File: src/design/ecpa_pkg.sv
// Shared types, codes and field helpers for the elliptic-curve point unit.
// No dependencies; used by the field arithmetic unit and the top level.
package ecpa_pkg;

	// width of a reduced field element (the modulus register is 16 bits)
	localparam int FW = 16;

	// configuration register indexes
	localparam logic CFG_PRIME   = 1'b0;
	localparam logic CFG_COEFF_A = 1'b1;

	// operations of the shared field unit
	typedef enum logic [2:0] {
		FU_ADD = 3'd0,
		FU_SUB = 3'd1,
		FU_MOD = 3'd2,
		FU_MUL = 3'd3,
		FU_INV = 3'd4
	} fu_op_t;

	typedef struct packed {
		logic   start;
		fu_op_t op;
	} fu_ctl_t;

	typedef struct packed {
		logic done;
		logic ok;
	} fu_sts_t;

	// modular add of two reduced values
	function automatic logic [FW-1:0] fadd(input logic [FW-1:0] a, input logic [FW-1:0] b,
		input logic [FW-1:0] p);
		logic [FW-1:0] d;
		d = p - b;
		fadd = (a >= d) ? a - d : a + b;
	endfunction

	// modular subtract of two reduced values
	function automatic logic [FW-1:0] fsub(input logic [FW-1:0] a, input logic [FW-1:0] b,
		input logic [FW-1:0] p);
		fsub = (a >= b) ? a - b : a + (p - b);
	endfunction

endpackage

File: src/design/ecpa_if.sv
// Request channels of the elliptic-curve point unit: input point request
// and result request, each with valid/ready. No dependencies.
interface ecpa_in_if #(parameter int FIELD_BITS = 16, parameter int SCALAR_BITS = 16);
	logic                   valid;
	logic                   ready;
	logic                   mode;
	logic [FIELD_BITS-1:0]  p_x;
	logic [FIELD_BITS-1:0]  p_y;
	logic [FIELD_BITS-1:0]  q_x;
	logic [FIELD_BITS-1:0]  q_y;
	logic [SCALAR_BITS-1:0] scalar;
	modport source (output valid, mode, p_x, p_y, q_x, q_y, scalar, input ready);
	modport sink (input valid, mode, p_x, p_y, q_x, q_y, scalar, output ready);
endinterface

interface ecpa_out_if;
	logic        valid;
	logic        ready;
	logic [15:0] r_x;
	logic [15:0] r_y;
	logic        at_infinity;
	modport source (output valid, r_x, r_y, at_infinity, input ready);
	modport sink (input valid, r_x, r_y, at_infinity, output ready);
endinterface

File: src/design/ecpa_field_unit.sv
// Shared modular arithmetic unit: add, subtract, reduce, bit-serial multiply
// and extended-Euclid inverse. Depends on ecpa_pkg.
module ecpa_field_unit #(
	parameter int AW = 16
) (
	input  logic                      clk,
	input  logic                      arst_n,
	input  ecpa_pkg::fu_ctl_t         ctl,
	input  logic [AW-1:0]             opa,
	input  logic [ecpa_pkg::FW-1:0]   opb,
	input  logic [ecpa_pkg::FW-1:0]   prime,
	output logic [ecpa_pkg::FW-1:0]   res,
	output ecpa_pkg::fu_sts_t         sts
);
	localparam int FW = ecpa_pkg::FW;
	localparam int CW = $clog2(AW);

	typedef enum logic [4:0] {
		F_IDLE = 5'b00001,
		F_MOD  = 5'b00010,
		F_MUL  = 5'b00100,
		F_DIV  = 5'b01000,
		F_IMUL = 5'b10000
	} fstate_t;

	fstate_t        st_q;
	logic [CW-1:0]  cnt_q;
	logic [FW-1:0]  acc_q;
	logic [AW-1:0]  opa_q;
	logic [FW-1:0]  opb_q;
	logic [FW-1:0]  rem_q;
	logic [FW-1:0]  quo_q;
	logic [FW-1:0]  r1_q;
	logic [FW-1:0]  t0_q;
	logic [FW-1:0]  t1_q;
	logic [FW-1:0]  res_q;
	logic           ok_q;
	logic           done_q;

	// one step of each iteration
	logic [FW:0]    mod_t;
	logic [FW-1:0]  mod_r;
	logic [FW-1:0]  dbl;
	logic [FW-1:0]  mul_r;
	logic [FW:0]    div_t;
	logic           div_ge;
	logic [FW-1:0]  div_r;
	logic [FW-1:0]  nt;

	always_comb begin
		mod_t  = {acc_q, opa_q[AW-1]};
		mod_r  = (mod_t >= {1'b0, prime}) ? FW'(mod_t - {1'b0, prime}) : mod_t[FW-1:0];
		dbl    = ecpa_pkg::fadd(acc_q, acc_q, prime);
		if (st_q == F_IMUL)
			mul_r = opb_q[FW-1] ? ecpa_pkg::fadd(dbl, t1_q, prime) : dbl;
		else
			mul_r = opb_q[FW-1] ? ecpa_pkg::fadd(dbl, opa_q[FW-1:0], prime) : dbl;
		div_t  = {rem_q, opb_q[FW-1]};
		div_ge = div_t >= {1'b0, r1_q};
		div_r  = div_ge ? FW'(div_t - {1'b0, r1_q}) : div_t[FW-1:0];
		nt     = ecpa_pkg::fsub(t0_q, mul_r, prime);
	end

	// sequence the selected operation
	always_ff @(posedge clk or negedge arst_n) begin
		if (!arst_n) begin
			st_q   <= F_IDLE;
			done_q <= 1'b0;
		end else begin
			case (st_q)
				F_IDLE: begin
					if (ctl.start) begin
						case (ctl.op)
							ecpa_pkg::FU_ADD: begin
								res_q  <= ecpa_pkg::fadd(opa[FW-1:0], opb, prime);
								done_q <= 1'b1;
							end
							ecpa_pkg::FU_SUB: begin
								res_q  <= ecpa_pkg::fsub(opa[FW-1:0], opb, prime);
								done_q <= 1'b1;
							end
							ecpa_pkg::FU_MOD: begin
								acc_q  <= '0;
								opa_q  <= opa;
								cnt_q  <= CW'(AW - 1);
								done_q <= 1'b0;
								st_q   <= F_MOD;
							end
							ecpa_pkg::FU_MUL: begin
								acc_q  <= '0;
								opa_q  <= opa;
								opb_q  <= opb;
								cnt_q  <= CW'(FW - 1);
								done_q <= 1'b0;
								st_q   <= F_MUL;
							end
							ecpa_pkg::FU_INV: begin
								r1_q  <= opa[FW-1:0];
								t0_q  <= '0;
								t1_q  <= FW'(1);
								opb_q <= prime;
								rem_q <= '0;
								quo_q <= '0;
								cnt_q <= CW'(FW - 1);
								if (opa[FW-1:0] == '0) begin
									// zero has no inverse
									ok_q   <= 1'b0;
									done_q <= 1'b1;
								end else begin
									done_q <= 1'b0;
									st_q   <= F_DIV;
								end
							end
							default: begin
								done_q <= 1'b1;
							end
						endcase
					end else begin
						done_q <= 1'b0;
					end
				end
				F_MOD: begin
					acc_q  <= mod_r;
					opa_q  <= opa_q << 1;
					cnt_q  <= cnt_q - 1'b1;
					done_q <= (cnt_q == '0);
					if (cnt_q == '0) begin
						res_q <= mod_r;
						st_q  <= F_IDLE;
					end
				end
				F_MUL: begin
					acc_q  <= mul_r;
					opb_q  <= opb_q << 1;
					cnt_q  <= cnt_q - 1'b1;
					done_q <= (cnt_q == '0);
					if (cnt_q == '0) begin
						res_q <= mul_r;
						st_q  <= F_IDLE;
					end
				end
				F_DIV: begin
					// restoring division r0 / r1, quotient into opb for the multiply
					rem_q  <= div_r;
					quo_q  <= {quo_q[FW-2:0], div_ge};
					done_q <= 1'b0;
					if (cnt_q == '0) begin
						opb_q <= {quo_q[FW-2:0], div_ge};
						acc_q <= '0;
						cnt_q <= CW'(FW - 1);
						st_q  <= F_IMUL;
					end else begin
						opb_q <= opb_q << 1;
						cnt_q <= cnt_q - 1'b1;
					end
				end
				F_IMUL: begin
					acc_q  <= mul_r;
					done_q <= (cnt_q == '0) && (rem_q == '0);
					if (cnt_q == '0) begin
						// advance the remainder and coefficient sequences
						r1_q <= rem_q;
						t0_q <= t1_q;
						t1_q <= nt;
						if (rem_q == '0) begin
							ok_q  <= (r1_q == FW'(1));
							res_q <= t1_q;
							st_q  <= F_IDLE;
						end else begin
							opb_q <= r1_q;
							rem_q <= '0;
							quo_q <= '0;
							cnt_q <= CW'(FW - 1);
							st_q  <= F_DIV;
						end
					end else begin
						opb_q <= opb_q << 1;
						cnt_q <= cnt_q - 1'b1;
					end
				end
				default: begin
					done_q <= 1'b0;
					st_q   <= F_IDLE;
				end
			endcase
		end
	end

	assign res      = res_q;
	assign sts.done = done_q;
	assign sts.ok   = ok_q;

endmodule

File: src/design/ec_point_add_scalar_mult_unit.sv
// Top level of the elliptic-curve point unit: sequencer, point registers,
// configuration registers. Depends on ecpa_pkg, ecpa_if and ecpa_field_unit.
//
// Usage: in_chan carries one request (mode, P, Q, scalar); out_chan returns
// one result (r_x, r_y, at_infinity) for each request. mode 0 adds P and Q,
// mode 1 multiplies P by the scalar with left-to-right double-and-add.
// The block takes one request at a time: in_chan.ready is high only while
// idle. Reductions, multiplies and inverses run on one shared field unit,
// and each operation holds it from its start cycle to its done cycle; an
// inverse runs one restoring division and one multiply per Euclid round.
// Unless the modulus is below two, every request first reduces the
// coefficient and the four input coordinates. A doubling adds one square
// to a point add; an add with or to infinity, or of two points with equal
// x and different y, uses no field operation. A scalar request costs one
// point double per scalar bit plus one add per set bit, so up to
// 2*SCALAR_BITS point adds.
// The result register holds until out_chan.ready; a stalled receiver stops
// nothing else, the block simply stays busy until the result is taken.
// Reset loads modulus 97 and coefficient 2 and leaves the block idle.
// Configuration writes (cfg_we, cfg_index, cfg_data) are for the user to
// make only while idle; the block itself does not enforce this.
module ec_point_add_scalar_mult_unit #(
	parameter int FIELD_BITS  = 16,
	parameter int SCALAR_BITS = 16
) (
	input  logic        clk,
	input  logic        arst_n,
	input  logic        cfg_we,
	input  logic        cfg_index,
	input  logic [15:0] cfg_data,
	ecpa_in_if.sink     in_chan,
	ecpa_out_if.source  out_chan
);
	localparam int FW  = ecpa_pkg::FW;
	localparam int AW  = (FIELD_BITS > FW) ? FIELD_BITS : FW;
	localparam int SIW = (SCALAR_BITS > 1) ? $clog2(SCALAR_BITS) : 1;

	// load steps
	localparam logic [2:0] LD_A  = 3'd0;
	localparam logic [2:0] LD_PX = 3'd1;
	localparam logic [2:0] LD_PY = 3'd2;
	localparam logic [2:0] LD_QX = 3'd3;
	localparam logic [2:0] LD_QY = 3'd4;
	// point add steps
	localparam logic [2:0] AD_CHK = 3'd0;
	localparam logic [2:0] AD_SQ  = 3'd1;
	localparam logic [2:0] AD_INV = 3'd2;
	localparam logic [2:0] AD_LAM = 3'd3;
	localparam logic [2:0] AD_L2  = 3'd4;
	localparam logic [2:0] AD_Y   = 3'd5;

	typedef enum logic [4:0] {
		S_IDLE = 5'b00001,
		S_LOAD = 5'b00010,
		S_ADD  = 5'b00100,
		S_NEXT = 5'b01000,
		S_OUT  = 5'b10000
	} state_t;

	state_t                 state_q;
	logic [2:0]             step_q;
	logic                   issued_q;
	logic [FW-1:0]          prime_q;
	logic [FW-1:0]          coeff_q;
	logic                   mode_q;
	logic [AW-1:0]          px_raw_q;
	logic [AW-1:0]          py_raw_q;
	logic [AW-1:0]          qx_raw_q;
	logic [AW-1:0]          qy_raw_q;
	logic [SCALAR_BITS-1:0] k_q;
	logic [SIW-1:0]         idx_q;
	logic                   dbl_phase_q;
	logic [FW-1:0]          ac_q;
	logic [FW-1:0]          px_q;
	logic [FW-1:0]          py_q;
	logic [FW-1:0]          rx_q;
	logic [FW-1:0]          ry_q;
	logic                   rinf_q;
	logic [FW-1:0]          bx_q;
	logic [FW-1:0]          by_q;
	logic                   binf_q;
	logic [FW-1:0]          num_q;
	logic [FW-1:0]          den_q;
	logic [FW-1:0]          lam_q;
	logic [FW-1:0]          xr_q;

	ecpa_pkg::fu_ctl_t      fu_ctl;
	ecpa_pkg::fu_sts_t      fu_sts;
	logic [AW-1:0]          fu_a;
	logic [FW-1:0]          fu_b;
	logic [FW-1:0]          fu_res;
	logic                   p_inf;
	logic [FW-1:0]          sq3;

	ecpa_field_unit #(.AW(AW)) u_fu (
		.clk    (clk),
		.arst_n (arst_n),
		.ctl    (fu_ctl),
		.opa    (fu_a),
		.opb    (fu_b),
		.prime  (prime_q),
		.res    (fu_res),
		.sts    (fu_sts)
	);

	assign p_inf = (px_q == '0) && (py_q == '0);
	assign sq3   = ecpa_pkg::fadd(ecpa_pkg::fadd(ecpa_pkg::fadd(fu_res, fu_res, prime_q),
		fu_res, prime_q), ac_q, prime_q);

	// pick the field operation for the current step
	always_comb begin
		fu_ctl.start = 1'b0;
		fu_ctl.op    = ecpa_pkg::FU_MOD;
		fu_a         = '0;
		fu_b         = '0;
		case (state_q)
			S_LOAD: begin
				fu_ctl.start = !issued_q;
				fu_ctl.op    = ecpa_pkg::FU_MOD;
				case (step_q)
					LD_A:    fu_a = AW'(coeff_q);
					LD_PX:   fu_a = px_raw_q;
					LD_PY:   fu_a = py_raw_q;
					LD_QX:   fu_a = qx_raw_q;
					default: fu_a = qy_raw_q;
				endcase
			end
			S_ADD: begin
				fu_ctl.start = !issued_q && (step_q != AD_CHK);
				fu_ctl.op    = ecpa_pkg::FU_MUL;
				case (step_q)
					AD_SQ: begin
						fu_a = AW'(rx_q);
						fu_b = rx_q;
					end
					AD_INV: begin
						fu_ctl.op = ecpa_pkg::FU_INV;
						fu_a      = AW'(den_q);
					end
					AD_LAM: begin
						fu_a = AW'(num_q);
						fu_b = lam_q;
					end
					AD_L2: begin
						fu_a = AW'(lam_q);
						fu_b = lam_q;
					end
					default: begin
						fu_a = AW'(lam_q);
						fu_b = ecpa_pkg::fsub(rx_q, xr_q, prime_q);
					end
				endcase
			end
			default: begin
				fu_ctl.start = 1'b0;
			end
		endcase
	end

	// configuration registers
	always_ff @(posedge clk or negedge arst_n) begin
		if (!arst_n) begin
			prime_q <= FW'(97);
			coeff_q <= FW'(2);
		end else if (cfg_we) begin
			case (cfg_index)
				ecpa_pkg::CFG_PRIME:   prime_q <= cfg_data;
				ecpa_pkg::CFG_COEFF_A: coeff_q <= cfg_data;
				default:               prime_q <= prime_q;
			endcase
		end
	end

	// request payload, held for the whole operation
	always_ff @(posedge clk) begin
		if (state_q == S_IDLE && in_chan.valid) begin
			mode_q   <= in_chan.mode;
			px_raw_q <= AW'(in_chan.p_x);
			py_raw_q <= AW'(in_chan.p_y);
			qx_raw_q <= AW'(in_chan.q_x);
			qy_raw_q <= AW'(in_chan.q_y);
			k_q      <= in_chan.scalar;
		end
	end

	// sequencer
	always_ff @(posedge clk or negedge arst_n) begin
		if (!arst_n) begin
			state_q  <= S_IDLE;
			step_q   <= '0;
			issued_q <= 1'b0;
			rinf_q   <= 1'b1;
		end else begin
			if (fu_sts.done)
				issued_q <= 1'b0;
			else if (fu_ctl.start)
				issued_q <= 1'b1;
			case (state_q)
				S_IDLE: begin
					if (in_chan.valid) begin
						step_q <= LD_A;
						if (prime_q < FW'(2)) begin
							rinf_q  <= 1'b1;
							state_q <= S_OUT;
						end else begin
							state_q <= S_LOAD;
						end
					end
				end
				S_LOAD: begin
					if (fu_sts.done) begin
						step_q <= (step_q == LD_QY) ? AD_CHK : step_q + 1'b1;
						case (step_q)
							LD_A:  ac_q <= fu_res;
							LD_PX: px_q <= fu_res;
							LD_PY: py_q <= fu_res;
							LD_QX: bx_q <= fu_res;
							default: begin
								by_q    <= fu_res;
								state_q <= S_ADD;
								if (!mode_q) begin
									rx_q   <= px_q;
									ry_q   <= py_q;
									rinf_q <= p_inf;
									binf_q <= (bx_q == '0) && (fu_res == '0);
								end else begin
									// start from infinity and double it first
									rinf_q      <= 1'b1;
									binf_q      <= 1'b1;
									idx_q       <= SIW'(SCALAR_BITS - 1);
									dbl_phase_q <= 1'b1;
								end
							end
						endcase
					end
				end
				S_ADD: begin
					case (step_q)
						AD_CHK: begin
							if (rinf_q) begin
								rx_q    <= bx_q;
								ry_q    <= by_q;
								rinf_q  <= binf_q;
								state_q <= S_NEXT;
							end else if (binf_q) begin
								state_q <= S_NEXT;
							end else if (rx_q == bx_q) begin
								if (ry_q != by_q) begin
									rinf_q  <= 1'b1;
									state_q <= S_NEXT;
								end else begin
									den_q  <= ecpa_pkg::fadd(ry_q, ry_q, prime_q);
									step_q <= AD_SQ;
								end
							end else begin
								num_q  <= ecpa_pkg::fsub(by_q, ry_q, prime_q);
								den_q  <= ecpa_pkg::fsub(bx_q, rx_q, prime_q);
								step_q <= AD_INV;
							end
						end
						AD_SQ: begin
							if (fu_sts.done) begin
								num_q  <= sq3;
								step_q <= AD_INV;
							end
						end
						AD_INV: begin
							if (fu_sts.done) begin
								if (!fu_sts.ok) begin
									rinf_q  <= 1'b1;
									state_q <= S_NEXT;
								end else begin
									lam_q  <= fu_res;
									step_q <= AD_LAM;
								end
							end
						end
						AD_LAM: begin
							if (fu_sts.done) begin
								lam_q  <= fu_res;
								step_q <= AD_L2;
							end
						end
						AD_L2: begin
							if (fu_sts.done) begin
								xr_q <= ecpa_pkg::fsub(ecpa_pkg::fsub(fu_res, rx_q, prime_q),
									bx_q, prime_q);
								step_q <= AD_Y;
							end
						end
						default: begin
							if (fu_sts.done) begin
								rx_q    <= xr_q;
								ry_q    <= ecpa_pkg::fsub(fu_res, ry_q, prime_q);
								rinf_q  <= 1'b0;
								state_q <= S_NEXT;
							end
						end
					endcase
				end
				S_NEXT: begin
					step_q <= AD_CHK;
					if (!mode_q) begin
						state_q <= S_OUT;
					end else if (dbl_phase_q && k_q[idx_q]) begin
						// add P after the double
						bx_q        <= px_q;
						by_q        <= py_q;
						binf_q      <= p_inf;
						dbl_phase_q <= 1'b0;
						state_q     <= S_ADD;
					end else if (idx_q == '0) begin
						state_q <= S_OUT;
					end else begin
						// drop to the next scalar bit and double
						idx_q       <= idx_q - 1'b1;
						bx_q        <= rx_q;
						by_q        <= ry_q;
						binf_q      <= rinf_q;
						dbl_phase_q <= 1'b1;
						state_q     <= S_ADD;
					end
				end
				S_OUT: begin
					if (out_chan.ready)
						state_q <= S_IDLE;
				end
				default: begin
					state_q <= S_IDLE;
				end
			endcase
		end
	end

	assign in_chan.ready        = (state_q == S_IDLE);
	assign out_chan.valid       = (state_q == S_OUT);
	assign out_chan.r_x         = rinf_q ? '0 : rx_q;
	assign out_chan.r_y         = rinf_q ? '0 : ry_q;
	assign out_chan.at_infinity = rinf_q;

endmodule

File: src/flat_wrapper.sv
// flat-port wrapper written by rule: the top's interface ports become plain ports
module ec_point_add_scalar_mult_unit_flat 
#(
	parameter int FIELD_BITS  = 16,
	parameter int SCALAR_BITS = 16
)
  (clk, arst_n, cfg_we, cfg_index, cfg_data, in_chan_valid, in_chan_mode, in_chan_p_x, in_chan_p_y, in_chan_q_x, in_chan_q_y, in_chan_scalar, in_chan_ready, out_chan_valid, out_chan_r_x, out_chan_r_y, out_chan_at_infinity, out_chan_ready);
  ecpa_in_if #(.FIELD_BITS(FIELD_BITS), .SCALAR_BITS(SCALAR_BITS)) in_chan_i ();
  ecpa_out_if out_chan_i ();
  input  logic clk;
  input  logic arst_n;
  input  logic cfg_we;
  input  logic cfg_index;
  input  logic [15:0] cfg_data;
  input wire logic [$bits(in_chan_i.valid)-1:0] in_chan_valid;
  input wire logic [$bits(in_chan_i.mode)-1:0] in_chan_mode;
  input wire logic [$bits(in_chan_i.p_x)-1:0] in_chan_p_x;
  input wire logic [$bits(in_chan_i.p_y)-1:0] in_chan_p_y;
  input wire logic [$bits(in_chan_i.q_x)-1:0] in_chan_q_x;
  input wire logic [$bits(in_chan_i.q_y)-1:0] in_chan_q_y;
  input wire logic [$bits(in_chan_i.scalar)-1:0] in_chan_scalar;
  output wire logic [$bits(in_chan_i.ready)-1:0] in_chan_ready;
  output wire logic [$bits(out_chan_i.valid)-1:0] out_chan_valid;
  output wire logic [$bits(out_chan_i.r_x)-1:0] out_chan_r_x;
  output wire logic [$bits(out_chan_i.r_y)-1:0] out_chan_r_y;
  output wire logic [$bits(out_chan_i.at_infinity)-1:0] out_chan_at_infinity;
  input wire logic [$bits(out_chan_i.ready)-1:0] out_chan_ready;
  assign in_chan_i.valid = in_chan_valid;
  assign in_chan_i.mode = in_chan_mode;
  assign in_chan_i.p_x = in_chan_p_x;
  assign in_chan_i.p_y = in_chan_p_y;
  assign in_chan_i.q_x = in_chan_q_x;
  assign in_chan_i.q_y = in_chan_q_y;
  assign in_chan_i.scalar = in_chan_scalar;
  assign in_chan_ready = in_chan_i.ready;
  assign out_chan_valid = out_chan_i.valid;
  assign out_chan_r_x = out_chan_i.r_x;
  assign out_chan_r_y = out_chan_i.r_y;
  assign out_chan_at_infinity = out_chan_i.at_infinity;
  assign out_chan_i.ready = out_chan_ready;
  ec_point_add_scalar_mult_unit #(.FIELD_BITS(FIELD_BITS), .SCALAR_BITS(SCALAR_BITS)) u_core (.clk(clk), .arst_n(arst_n), .cfg_we(cfg_we), .cfg_index(cfg_index), .cfg_data(cfg_data), .in_chan(in_chan_i), .out_chan(out_chan_i));
endmodule
File: config.mk
export PLATFORM = sky130hd
export DESIGN_NAME = ec_point_add_scalar_mult_unit_flat
export DESIGN_NICKNAME = d
export VERILOG_FILES = /design/src/design/ecpa_pkg.sv /design/src/design/ecpa_if.sv /design/src/design/ecpa_field_unit.sv /design/src/design/ec_point_add_scalar_mult_unit.sv /design/src/flat_wrapper.sv
export SDC_FILE = /design/constraint.sdc
export NUM_CORES = 2
export LEC_CHECK = 0
export ABC_AREA = 1
export BUFFER_PORTS_ARGS = -buffer_cell sky130_fd_sc_hd__buf_2
export CORE_ASPECT_RATIO = 1.75
export CORE_MARGIN = 1.5
export CORE_UTILIZATION = 65
export CTS_BUF_LIST = sky130_fd_sc_hd__clkbuf_16
export CTS_CLUSTER_SIZE = 28
export DETAILED_ROUTE_END_ITERATION = 12
export GPL_TIMING_DRIVEN = 0
export MAX_ROUTING_LAYER = met4
export PLACE_DENSITY = 0.83
export SLEW_MARGIN = 40
export SYNTH_ARGS = -nofsm -noshare
export SYNTH_HDL_FRONTEND = slang
export SYNTH_HIERARCHICAL = 1
export SYNTH_SLANG_ARGS = --single-unit
export TNS_END_PERCENT = 5
File: constraint.sdc
create_clock -name clk -period 23.3 [get_ports clk]
set_input_delay 3.495 -clock clk [delete_from_list [all_inputs] [get_ports clk]]
set_output_delay 3.495 -clock clk [all_outputs]
set_load 0.03 [all_outputs]
After elaboration in Yosys (flattened, before gate mapping)
Index checks and enable logic that the tools add are counted.
Word-level totals
  output and inout port bits: 35
  input bits: 103
  register bits after elaboration: 459
Cells by class
  muxes and demuxes: 198
  add/subtract/negate cells: 48
  equal/unequal tests: 74
  reductions and logical operators: 66
  order comparisons: 20
  bitwise logic cells: 3
Operators by type and width (count)
  2-to-1 mux 16 bit: 78
  one-hot mux 16 bit (2 select lines): 15
  subtractor 16 bit: 29
  adder 16 bit: 16
  greater-or-equal comparator 16 bit: 16
  one-hot mux 16 bit (4 select lines): 4
  one-hot mux 16 bit (3 select lines): 3
  2-to-1 mux 5 bit: 20
  zero test 16 bit: 6
  2-to-1 mux 4 bit: 12
  inequality test 2 bit (second input constant): 24
  one-hot mux 15 bit (3 select lines): 1
  2-to-1 mux 3 bit: 14
  AND reduction 6 bit: 6
  greater-or-equal comparator 17 x 16 -> 1 bit: 2
  2-to-1 mux 1 bit: 34
  inequality test 3 bit (second input constant): 11
  one-hot mux 5 bit (3 select lines): 2
  one-hot mux 5 bit (5 select lines): 1
  AND reduction 8 bit: 3
  AND reduction 7 bit: 3
  one-hot mux 5 bit (4 select lines): 1
  AND reduction 4 bit: 5
  AND reduction 5 bit: 4
  44 further kinds: 99

Depth between registers and ports, before layout
  depth after elaboration: 12
  mapped depth: 65
  mapped depth without buffers: 65

Hierarchy
Netlist, hierarchy kept.
Modules (own cells, without submodules)
  ec_point_add_scalar_mult_unit: seq. area each 8956.1 sq um, area each 29360.7 sq um, cells an instance 3693, instances 1
  ecpa_field_unit: seq. area each 4595.7 sq um, area each 20759.9 sq um, cells an instance 2928, instances 1

Worst setup path before layout
OpenSTA, ideal clock, no wires.
  path type: flip-flop to flip-flop
  from: reg u_core.prime_q[1]
  to: reg u_core.u_fu.t1_q[14], data pin
  setup slack: 14489 ps
  stages on the path, launching flop included: 58
  arrival: 8541 ps
  cells stage by stage: dfrtp_1 > fa_1 > nand3_1 > nand2_1 > a21oi_1 > o21bai_1 > a21o_1 > nand2_1 > nand2_1 > nand2_1 > nand2_1 > nand2_1 > nand2_1 > a21oi_1 > o21ai_0 > a21oi_1 > nor2_1 > nor2_1 > (+22 left out) > ha_1 > fa_1 > nand3_1 > nand2_1 > nand2_1 > nand2_1 > a21oi_1 > o21ai_0 > nand2_1 > nand2_1 > a21oi_1 > o21ai_0 > a21oi_1 > nor2_1 > nor2_1 > xor2_1 > o21ai_0 > a21oi_1
On the way
  cells in the longest elaborated chain, start to end: 12
  elaborated cells on any way between the ends: 24
  classes of those cells: add/sub (11); order compare (4); mux (9)
Ends and longest elaborated chain
  start, declared: line ec_point_add_scalar_mult_unit.sv:63  | logic [FW-1:0] prime_q;
  start signal, assigned: line ec_point_add_scalar_mult_unit.sv:167  | ecpa_pkg::CFG_PRIME: prime_q <= cfg_data;
  start signal, assigned: line ec_point_add_scalar_mult_unit.sv:169  | default: prime_q <= prime_q;
  subtractor 16 bit: line ecpa_pkg.sv:35  | d = p - b;
  subtractor 16 bit or greater-or-equal comparator 16 bit (tied branches): line ecpa_pkg.sv:36  | fadd = (a >= d) ? a - d : a + b;
  2-to-1 mux 16 bit: line ecpa_pkg.sv:36
  adder 16 bit, or another cell as far along: line ecpa_pkg.sv:36
  2-to-1 mux 16 bit: line ecpa_pkg.sv:36
  2-to-1 mux 16 bit, on equally long branches: line ecpa_field_unit.sv:57, ecpa_field_unit.sv:55
  2-to-1 mux 16 bit: line ecpa_field_unit.sv:54  | if (st_q == F_IMUL)
  subtractor 16 bit: line ecpa_pkg.sv:42  | fsub = (a >= b) ? a - b : a + (p - b);
  adder 16 bit: line ecpa_pkg.sv:42
  2-to-1 mux 16 bit *: line ecpa_pkg.sv:42
  2-to-1 mux 16 bit *: line ecpa_field_unit.sv:160  | if (cnt_q == '0) begin
  one-hot mux 16 bit (2 select lines) *: line ecpa_field_unit.sv:70  | case (st_q)
  end signal, assigned: line ecpa_field_unit.sv:164  | t1_q <= nt;
  end, declared: line ecpa_field_unit.sv:35  | logic [FW-1:0] t1_q;
Every way passes the cells marked *; elsewhere a longest branch is shown, timed or not. The select of a mux whose other input is x is not followed.
A chain may end at the register's enable or synchronous reset.

Worst setup path after layout
  from: reg u_core.prime_q[0]
  to: reg u_core.u_fu.t1_q[14], data pin
Same word-level chain as after synthesis.

==> run_results.csv <==
group,metric,value,unit
critical_path,cp_slowest_cell,"dfstp_2",
timing,fin_setup_tns,0,ns
cells_and_area,num-fill-cells,6369,
timing,hold_viol_final,0,
timing,period_needed,12.17,ns
detailed_routing,vias_per_cell,6.65,
critical_path,crit_path_max_fanout,10,
floorplanning,fp-row-count,134,
timing,grt_setup_unrepaired,"no",
detailed_routing,routed_wl,215000,µm
synthesis,synth_top_area_cell,"edfxtp_1",
clocking,post-cts-setup-buffer-count,0,
global_routing,grt_max_degree,55,
power_and_ir_drop,p_per_area,67.7,mW/mm²
timing,max_freq,82.2,MHz
critical_path,endpoint_kind,"flop",
power_and_ir_drop,p_leak,25.7,nW
timing,setup_ws,11.13,ns
clocking,htree_levels,2,
run_status,status,"complete, no violations",
cells_and_area,fin_util,0.718,
synthesis,synth_nets,7408,
synthesis,synth_area,0.0501,mm²
timing,slew_headroom,0.251,
floorplanning,ios,138,
critical_path,start_kind,"flop",
detailed_routing,via_count,53000,
synthesis,yosys-top-cells-area,"edfxtp_1 25%, ha_1 15%, nand2_1 9.3%",
synthesis,ys_seq_area_frac,0.270,
synthesis,ys_ff_latch,459,
detailed_routing,ant_nets,0,
placement,gp_congestion,1.17,
clocking,cts_hold_buf,0,
power_and_ir_drop,seqPwrFrac,0.259,
clocking,cts_resized,0,
detailed_routing,drtPass1Iterations,11,
synthesis,synth.distinct_cells,75,
cells_and_area,stdcell_count,7967,
floorplanning,coreArea,0.0763,mm²
floorplanning,dieWidth,213,µm
power_and_ir_drop,peakVddDrop,0.0928,mV
critical_path,crit_top_cell,"nand2_1",
power_and_ir_drop,power_switching_share,0.461,
power_and_ir_drop,p_int,2.00,mW
global_routing,antenna_found_initial,24,
critical_path,critPathMaxStageDelay,0.97,ns
critical_path,crit_arrival,12.49,ns
clocking,cts_tree,"built",
critical_path,path_class,"flop to flop",
critical_path,cp.required,23.62,ns
cells_and_area,area_growth,9.28,%
flow_run,maxCapViolations,0,
timing,worst_slew_pin_slew,1.12,ns
placement,io_buffers,137,
synthesis,synth_top_area_frac,0.246,
cells_and_area,num-nets-final,7670,
global_routing,track_usage,0.564,
placement,place_hpwl,166000,µm
power_and_ir_drop,p_sw,1.71,mW
clocking,cts_root_buf,"clkbuf_16",
global_routing,grt_pass1_vias,51900,
synthesis,synth_edf_count,411,
cells_and_area,multiInputGateArea,0.0326,mm²
detailed_routing,wl_per_cell,26.9,µm
timing,fin_skew,0.0529,ns
clocking,clk_path_buf_depth,3,
synthesis,yosys_warnings,6,
worst_hold_path,hold_class,"flop to flop",
placement,post-place-ws,11.74,ns
floorplanning,start_util,0.657,
timing,maxSlewViolCount,0,
synthesis,synth_area_per_cell,7.57,µm²
synthesis,synthCells,6621,
synthesis,synth-main-ff-cell,"edfxtp_1",
global_routing,overflow,0,
global_routing,grt_pass1_wl,313000,µm
power_and_ir_drop,power_frac_clock,0.201,
detailed_routing,drc_errors,0,
floorplanning,die-area,0.0788,mm²
cells_and_area,drive_above_1_share,0.0770,
clocking,cts.reportedPaths.clkPinSlew,0.07,ns
detailed_routing,drt_iter0_markers,6839,
synthesis,async_reset_ff_frac,0.105,
clocking,clock_latency,0.65,ns
clocking,cts_sinks,459,
cells_and_area,final-seq-area,0.0136,mm²
timing,setup_viol,0,
timing,period_share,0.522,
floorplanning,die_h,370,µm
power_and_ir_drop,p_comb_frac,0.540,
clocking,cts_buffers,45,
placement,dp_cells,7855,
## final timing paths
| path | slack, ns | depth (start not counted) | from | end |
|---|---|---|---|---|
| worst max-delay path | 11.13 | 60 | u_core/prime_q[0]$_DFFE_PN1P_ | u_core/u_fu/t1_q[14]$_SDFFCE_PN0P_ |
| worst max register to register | 11.13 | 60 | u_core/prime_q[0]$_DFFE_PN1P_ | u_core/u_fu/t1_q[14]$_SDFFCE_PN0P_ |
| min in group asynchronous | 2.91 | 1 | arst_n | u_core/coeff_q[0]$_DFFE_PN0P_ |
| worst min register to register | 0.50 | 2 | u_core/coeff_q[9]$_DFFE_PN0P_ | u_core/coeff_q[9]$_DFFE_PN0P_ |
| max in group asynchronous | 19.83 | 1 | arst_n | u_core/prime_q[12]$_DFFE_PN0P_ |
| worst min-delay path | 0.50 | 2 | u_core/coeff_q[9]$_DFFE_PN0P_ | u_core/coeff_q[9]$_DFFE_PN0P_ |
## worst max-delay path, delay by kind of cell (launching register included)
kind                     cells  cell delay (ns)
XOR/XNOR                     2             0.22
flip-flops                   1             0.97
AND/OR/NAND/NOR             28             2.80
buffers and inverters        6             1.47
AO/OA/AOI/OAI               17             3.86
adder cells (fa/ha/maj)      7             2.43
## final cells by class
class	instances	share of cell area
multi-input combinational	5051	0.595
timing repair buffer	215	0.0281
clock inverter	38	0.00537
buffer	158	0.0124
tap	1020	0.0233
clock buffer	45	0.0206
sequential	459	0.248
inverter	953	0.0653
antenna	28	0.00128
## cell usage after synthesis (25+ instances only)
cell type / n
nand2_1: 1244
inv_1: 926
a21oi_1: 662
ha_1: 603
o21ai_0: 477
nor2_1: 414
edfxtp_1: 411
nand3_1: 356
xor2_1: 266
xnor2_1: 140
clkbuf_1: 129
fa_1: 81
nor3_1: 69
o21bai_1: 69
o221ai_1: 60
nand4_1: 58
nor4_1: 52
or2_2: 49
o211ai_1: 43
dfrtp_1: 41
a221oi_1: 38
a31oi_1: 38
o22ai_1: 33
a21o_1: 26
o21ai_1: 25
## logic make-up after synthesis
family	count (synthesis)	share of synthesized area
AND/OR/NAND/NOR	2331	0.201
AO/OA/AOI/OAI	1619	0.188
buffers and inverters	1111	0.0846
adder cells (fa/ha/maj)	684	0.183
flip-flops	459	0.270
XOR/XNOR	406	0.0709
multiplexers	11	0.00220
## power groups by stage
stage                     sequential (mW)  combinational (mW)  clock, mW
after floorplan                     0.941                1.42          0
after global placement              0.979                1.85          0
after detailed placement            0.972                1.90          0
after CTS                           0.955                1.92      0.739
after global routing                0.957                2.18      0.772
final                               0.961                2.00      0.747
## placed cells by master, fill, tap and decap left out, types with 15 or more instances in the layout
| master | synthesis | routed |
|---|---|---|
| nand3_2 | 23 | 23 |
| o221ai_1 | 60 | 60 |
| a21o_1 | 26 | 26 |
| o22ai_1 | 33 | 32 |
| xor2_1 | 266 | 263 |
| diode_2 | 0 | 28 |
| clkbuf_1 | 129 | 118 |
| a221oi_1 | 38 | 38 |
| o21ai_2 | 11 | 18 |
| nand2_2 | 17 | 17 |
| nand3_1 | 356 | 356 |
| buf_6 | 3 | 25 |
| or2_2 | 49 | 49 |
| a21oi_1 | 662 | 660 |
| buf_2 | 11 | 173 |
| o211ai_1 | 43 | 43 |
| dfrtp_1 | 41 | 29 |
| edfxtp_1 | 411 | 411 |
| inv_2 | 17 | 19 |
| a22o_1 | 19 | 19 |
| clkinv_1 | 10 | 15 |
| xnor2_1 | 140 | 139 |
| nand2_1 | 1244 | 1244 |
| a211oi_1 | 23 | 23 |
| inv_1 | 926 | 937 |
| a31oi_1 | 38 | 38 |
| nor4_1 | 52 | 44 |
| o21ai_0 | 477 | 460 |
| fa_1 | 81 | 81 |
| nor2_1 | 414 | 404 |
| nand4_1 | 58 | 58 |
| nor3_1 | 69 | 62 |
| clkbuf_16 | 0 | 45 |
| o21bai_1 | 69 | 69 |
| o21ai_1 | 25 | 33 |
| o21a_1 | 16 | 16 |
| ha_1 | 603 | 603 |
## metal layers
metal  up-vias  GRT usage  part of all wire
met5         -          -                 0
met4         0      0.647              0.15
met3      1848      0.201              0.11
met2      3730      0.860              0.44
met1     24100      0.507              0.29
li1      23300          -                 -
## stage by stage
stage               hold slack [ns]  instance area (µm²)  power, mW
floorplan                     0.450                50100       2.36
global placement              0.465                52100       2.83
detailed placement            0.470                53200       2.87
CTS                           0.489                54600       3.61
global route                  0.515                54800       3.91
finish                        0.504                54800       3.71
No activity file was read; power rests on OpenSTA's default activity.
